===== src/sv/ptrt_pkg.sv =====
// Package with the request, result and chain types of the periodic task release table.
`default_nettype none
package ptrt_pkg;

    localparam int NUM_SLOTS_DEF   = 8;
    localparam int PERIOD_BITS_DEF = 16;
    localparam int MASK_W          = 8;
    localparam int PERIOD_FIELD_W  = 16;

    typedef enum logic [2:0] {
        REQ_TICK    = 3'd0,
        REQ_CREATE  = 3'd1,
        REQ_SUSPEND = 3'd2,
        REQ_RESUME  = 3'd3,
        REQ_DELETE  = 3'd4
    } req_code_t;

    typedef enum logic [1:0] {
        ST_OK           = 2'd0,
        ST_IN_USE       = 2'd1,
        ST_CREATE_RANGE = 2'd2,
        ST_NO_SLOT      = 2'd3
    } status_code_t;

    typedef struct packed {
        logic [2:0]                req_type;
        logic [7:0]                slot;
        logic [PERIOD_FIELD_W-1:0] period;
    } req_t;

    typedef struct packed {
        logic [1:0]        status;
        logic [MASK_W-1:0] fire_mask;
    } rsp_t;

    typedef struct packed {
        logic [MASK_W-1:0] fire_mask;
        logic              hit_used;
    } chain_t;

endpackage
`default_nettype wire


===== src/sv/ptrt_cell.sv =====
// One task slot cell: holds the slot state and extends the fire mask along the chain.
`default_nettype none
module ptrt_cell
    import ptrt_pkg::*;
#(
    parameter int IDX         = 0,
    parameter int PERIOD_BITS = PERIOD_BITS_DEF
)
(
    input  wire logic                   clk,
    input  wire logic                   rst_n,
    input  wire logic                   accept,
    input  wire req_t                   cmd,
    input  wire logic [PERIOD_BITS-1:0] per,
    input  wire chain_t                 chain_in,
    output chain_t                      chain_out
);

    logic                   in_use_reg, in_use_next;
    logic                   susp_reg, susp_next;
    logic [PERIOD_BITS-1:0] period_reg, period_next;
    logic [PERIOD_BITS-1:0] count_reg, count_next;
    logic                   hit;
    logic                   fire;

    assign hit = (cmd.slot == 8'(IDX));

    always_comb
    begin
        in_use_next = in_use_reg;
        susp_next   = susp_reg;
        period_next = period_reg;
        count_next  = count_reg;
        fire        = 1'b0;
        if (accept)
        begin
            case (cmd.req_type)
                REQ_TICK:
                begin
                    if (in_use_reg && !susp_reg)
                    begin
                        if (count_reg == '0)
                        begin
                            fire       = 1'b1;
                            count_next = period_reg;
                        end
                        else
                        begin
                            count_next = count_reg - PERIOD_BITS'(1);
                        end
                    end
                end
                REQ_CREATE:
                begin
                    if (hit && !in_use_reg)
                    begin
                        in_use_next = 1'b1;
                        susp_next   = 1'b0;
                        period_next = per;
                        count_next  = '0;
                    end
                end
                REQ_SUSPEND:
                begin
                    if (hit && in_use_reg)
                    begin
                        susp_next = 1'b1;
                    end
                end
                REQ_RESUME:
                begin
                    if (hit)
                    begin
                        susp_next = 1'b0;
                    end
                end
                REQ_DELETE:
                begin
                    if (hit)
                    begin
                        in_use_next = 1'b0;
                        susp_next   = 1'b0;
                    end
                end
                default:
                begin
                end
            endcase
        end
    end

    assign chain_out.fire_mask = chain_in.fire_mask
                               | ({MASK_W{fire}} & (MASK_W'(1) << IDX));
    assign chain_out.hit_used  = chain_in.hit_used | (hit & in_use_reg);

    always_ff @(posedge clk or negedge rst_n)
    begin
        if (!rst_n)
        begin
            in_use_reg <= 1'b0;
            susp_reg   <= 1'b0;
            period_reg <= '0;
            count_reg  <= '0;
        end
        else
        begin
            in_use_reg <= in_use_next;
            susp_reg   <= susp_next;
            period_reg <= period_next;
            count_reg  <= count_next;
        end
    end

endmodule
`default_nettype wire


===== src/sv/periodic_task_release_table.sv =====
// Top level of the periodic task release table: a chain of slot cells and the result register.
//
//   channel   signals              direction   transfer
//   request   start, busy, cmd     in          start high and busy low at a clock edge
//   result    done, result         out         done high for one cycle, always taken
//
// A request is accepted in any cycle; busy is always low.
// Its result appears on the cycle after acceptance, one result per request.
// All slot cells update in the cycle of acceptance; the fire mask ripples through the chain.
// Reset clears every slot to free, and the result strobe to low.
// The receiver cannot stall, so nothing waits on the output side.
`default_nettype none
module periodic_task_release_table
    import ptrt_pkg::*;
#(
    parameter int NUM_SLOTS   = NUM_SLOTS_DEF,
    parameter int PERIOD_BITS = PERIOD_BITS_DEF
)
(
    input  wire logic clk,
    input  wire logic rst_n,
    input  wire logic start,
    output logic      busy,
    input  wire req_t cmd,
    output logic      done,
    output rsp_t      result
);

    logic                                accept;
    logic                                in_range;
    logic [PERIOD_BITS+PERIOD_FIELD_W-1:0] per_wide;
    logic [PERIOD_BITS-1:0]              per;
    chain_t                              chain [NUM_SLOTS+1];
    logic                                done_reg, done_next;
    rsp_t                                result_reg, result_next;

    assign busy     = 1'b0;
    assign accept   = start && !busy;
    assign in_range = (cmd.slot < 8'(NUM_SLOTS));
    assign per_wide = {{PERIOD_BITS{1'b0}}, cmd.period};
    assign per      = per_wide[PERIOD_BITS-1:0];

    assign chain[0] = '0;

    for (genvar i = 0; i < NUM_SLOTS; i++)
    begin : g_cell
        ptrt_cell #(
            .IDX         (i),
            .PERIOD_BITS (PERIOD_BITS)
        ) u_cell (
            .clk       (clk),
            .rst_n     (rst_n),
            .accept    (accept),
            .cmd       (cmd),
            .per       (per),
            .chain_in  (chain[i]),
            .chain_out (chain[i+1])
        );
    end

    always_comb
    begin
        done_next             = accept;
        result_next.status    = ST_OK;
        result_next.fire_mask = '0;
        case (cmd.req_type)
            REQ_TICK:
            begin
                result_next.fire_mask = chain[NUM_SLOTS].fire_mask;
            end
            REQ_CREATE:
            begin
                if (!in_range)
                begin
                    result_next.status = ST_CREATE_RANGE;
                end
                else if (chain[NUM_SLOTS].hit_used)
                begin
                    result_next.status = ST_IN_USE;
                end
            end
            REQ_SUSPEND, REQ_RESUME, REQ_DELETE:
            begin
                if (!in_range)
                begin
                    result_next.status = ST_NO_SLOT;
                end
            end
            default:
            begin
            end
        endcase
    end

    always_ff @(posedge clk or negedge rst_n)
    begin
        if (!rst_n)
        begin
            done_reg <= 1'b0;
        end
        else
        begin
            done_reg <= done_next;
        end
    end

    always_ff @(posedge clk)
    begin
        if (accept)
        begin
            result_reg <= result_next;
        end
    end

    assign done   = done_reg;
    assign result = result_reg;

`ifndef ASSERT_OFF
    a_done_follows_accept: assert property (@(posedge clk) disable iff (!rst_n)
        done |-> $past(accept))
        else $error("result strobe without an accepted request");

    a_fire_only_on_tick: assert property (@(posedge clk) disable iff (!rst_n)
        (done && result.fire_mask != '0) |-> $past(cmd.req_type == REQ_TICK))
        else $error("fire mask set for a request other than tick");

    a_range_status: assert property (@(posedge clk) disable iff (!rst_n)
        (done && (result.status == ST_CREATE_RANGE || result.status == ST_NO_SLOT))
        |-> $past(cmd.slot >= 8'(NUM_SLOTS)))
        else $error("range status for an in-range slot");
`endif

endmodule
`default_nettype wire

===== config.mk =====
export PLATFORM = sky130hd
export DESIGN_NAME = periodic_task_release_table
export DESIGN_NICKNAME = d
export VERILOG_FILES = /design/src/sv/ptrt_pkg.sv /design/src/sv/ptrt_cell.sv /design/src/sv/periodic_task_release_table.sv
export SDC_FILE = /design/constraint.sdc
export NUM_CORES = 1
export LEC_CHECK = 0
export ABC_AREA = 1
export BUFFER_PORTS_ARGS = -buffer_cell sky130_fd_sc_hd__buf_4
export CAP_MARGIN = 20
export CORE_MARGIN = 8
export CORE_UTILIZATION = 30
export DETAILED_ROUTE_END_ITERATION = 7
export PLACE_DENSITY = 0.55
export SETUP_SLACK_MARGIN = 0.02
export SYNTH_ARGS = -nofsm -noshare
export SYNTH_HDL_FRONTEND = slang
export SYNTH_HIERARCHICAL = 1
export SYNTH_SLANG_ARGS = --single-unit
export TNS_END_PERCENT = 10

===== constraint.sdc =====
create_clock -name clk -period 6.3 [get_ports clk]
set_input_delay 0.945 -clock clk [delete_from_list [all_inputs] [get_ports clk]]
set_output_delay 0.945 -clock clk [all_outputs]
set_load 0.02 [all_outputs]

==> metrics.txt <==
status=finished, final reports clean; CTS clock-pin slew for the worst setup and hold paths=0.07 ns; fin cells=between 3k and 4k; Area growth syn-to-layout=9.86%; Critical-path top delay cell=or2_2; initial antenna violation count=0; total wire length=between 40 and 50 mm; sequence of cells on the critical path=buf_4, nor2_1, nand2_1, inv_1, nand2_1, nor2_1, or2_2, inv_1, nand2_1, inv_1, nand2_1, or2_2, or2_2, inv_1, nand2_1, inv_1, nand2_1, or2_2, nand2_1, inv_1, nand2_1, nand3_1, nand2_1, inv_1; Int Power=0.00486 W; Max clock buf depth=3; Routed wire per std cell=14.0 um; Leakage=10.9 nW; via-per-instance ratio=~4.5; crit path DAT=3.20 ns; total gr overflow=0; fmax=0.346 GHz; CP required=between 6 and 7 ns; Synth Area in Compound Gates=7.77%; Comb power frac=44.8%; Sequential Power Share=30.0%; Slew Viols, Final=0; placed cell count=3,293; Reg area=7130 sq um; CTS Buf Count=34; Post-Synth Simple-Gate Area=38.0%; CP endpoint kind=flop; mux share of post-synthesis cell area=0%; global-route wire length before repair=75.8 mm; # rows=90; CORE AREA=59,900 sq um; post-synthesis cell area=18,000 sq um; root buffer cell=clkbuf_16; most used cell, CP=nand2_1; startpoint types=input pin; # clock sinks=283; Die ar.=between 60,000 and 70,000 sq um; final setup vio count=0; HP Class=in -> async; area share of fa/ha/maj cells after synthesis=~1.1%; H-tree depth=2; Avg Inst Size Synth=between 7 and 8 sq um; largest family of logic cells by synthesized area=simple AND/OR/NAND/NOR gates; Switch Pwr=0.00368 W; slew of the pin with the lowest slew margin=approximately 0.94 ns; gr usage total=between 10% and 20%; RSZ-0062 raised after global routing=no; post-synthesis sequential area ratio=39.6%; part of the power in the clock network=25.2%; Initial DRC Count=938; vias in the first global route=14.1k; CTS Hold Buffers Added=0; setup TNS=0 ns; Post-Synth XOR/XNOR Area=1.07%; max cap viols=0; worst setup margin=3.41 ns; crit path time final=2.89 ns; CTS tree=done; Yosys reg bits=283; n_diodes=0; # port buffers=40; GP Congestion=0.838; Die W=261 um; Rel. slew slack=between 30 and 40%; Syn Inst Count=2,568; Post-CTS Resized=0; most frequent cells in the layout=944 x nand2_1, 349 x inv_1, 273 x dfrtp_1, 210 x nor2_1, 192 x nand3_1; commonest non-fill, non-tap cell in the layout=nand2_1; worst clock skew=0.0175 ns; crit path kind=in -> reg; pwr dens=432 nW/um^2; Routed Antenna Nets=0; NumNets Final=2,593; Initial Utilization=between 30% and 40%; # DRC=0; Final Hold Vio Count=0; share of cells above drive strength 1=11.3%; Critical Path Start=cmd[23]; fin util=about a third; drt pass-1 iters=5; Sw Share=a little over two fifths; detailed placement HPWL=approximately 31 mm; Clk Latency, worst-skew pair=0.54 ns; footprint of the multi-input gates=roughly 8700 sq um; r2r startpoint=g_cell[0].u_cell/in_use_reg; Place WS=2.84 ns; Critical Path Fanout Max=10; Yosys warning count=6; worst stage delay on the critical path=around 0.29 ns; WHS=~0.44 ns; worst ir drop on vdd=0.000251 V; filler cell count=6,585; Yosys cell types=39; largest net degree at the start of global routing=123; Die H=approximately 260 um; Final Cycle Share=45.9%; setup repair bufs after CTS=0; Via Count=15.1k; # IOs=42
-- worst max-delay path, delay by kind of cell --
| family | cells | cell delay [ns] |
|---|---|---|
| buffers and inverters | 8 | 0.44 |
| AND/OR/NAND/NOR | 16 | 1.80 |
-- stage by stage --
stage               area [sq um]  power (W)
floorplan                  18000    0.00573
global placement           18600    0.00642
detailed placement         18600    0.00643
CTS                        19800    0.00863
global route               19800    0.00933
finish                     19800    0.00854
-- logic make-up after synthesis --
kind of cell,count (synthesis)
flops,283
xor+xnor,22
other cells,1
simple gates,1547
fa+ha+maj,16
buf+inv,481
compound gates,218
-- final timing paths --
path                                                  end  slack, ns  cells past startpoint
max                                             result[8]       3.41                     24
min                        g_cell[6].u_cell/period_reg[8]       0.44                      1
max reg2reg                                     result[8]       3.71                     20
min reg2reg                g_cell[4].u_cell/period_reg[2]       0.46                      2
max in group asynchronous       g_cell[6].u_cell/susp_reg       4.62                      2
min in group clk           g_cell[4].u_cell/period_reg[2]       0.46                      2
-- cells in the mapped netlist, drive strengths merged --
| library cell | n | area [sq um] |
|---|---|---|
| nor2 | 269 | 1320 |
| a21oi | 12 | 60.1 |
| nor3 | 10 | 50.1 |
| xor2 | 14 | 123 |
| dfrtp | 273 | 6830 |
| conb | 1 | 3.75 |
| nand3 | 212 | 1160 |
| xnor2 | 8 | 70.1 |
| ha | 16 | 200 |
| buf | 109 | 838 |
| clkbuf | 6 | 22.5 |
| a21o | 8 | 60.1 |
| inv | 362 | 1360 |
| nand4 | 23 | 150 |
| o21ai | 168 | 965 |
| nand2 | 972 | 3750 |
| nand3b | 30 | 225 |
| edfxtp | 10 | 300 |
| or2 | 30 | 188 |
| o211ai | 30 | 315 |
| and3 | 1 | 6.26 |
| clkinv | 4 | 17.5 |
-- per-layer routing --
layer / up-vias / track usage [%] / share of wire [%]
li1: 7843 / - / -
met1: 6922 / 19.5 / 50
met2: 229 / 22.0 / 45
met3: 57 / 1.49 / 3.3
met4: 0 / 4.16 / 2.4
met5: - / 0 / 0
-- final cells by class --
class	instances	area share, %
Clock buffer	55	5.68
Clock inverter	7	0.569
Inverter	366	6.95
Multi-Input combinational cell	1813	43.8
Sequential cell	283	36.0
Tap cell	782	4.94
Timing Repair Buffer	49	1.96
-- power groups by stage --
stage          clock (W)  combinational [W]  sequential [W]
5_1_grt          0.00228            0.00443         0.00262
3_3_place_gp           0            0.00382         0.00260
4_1_cts          0.00221            0.00386         0.00256
2_1_floorplan          0            0.00324         0.00249
6_report         0.00215            0.00383         0.00256
3_5_place_dp           0            0.00384         0.00259
Power figures use the tool's default switching activity.
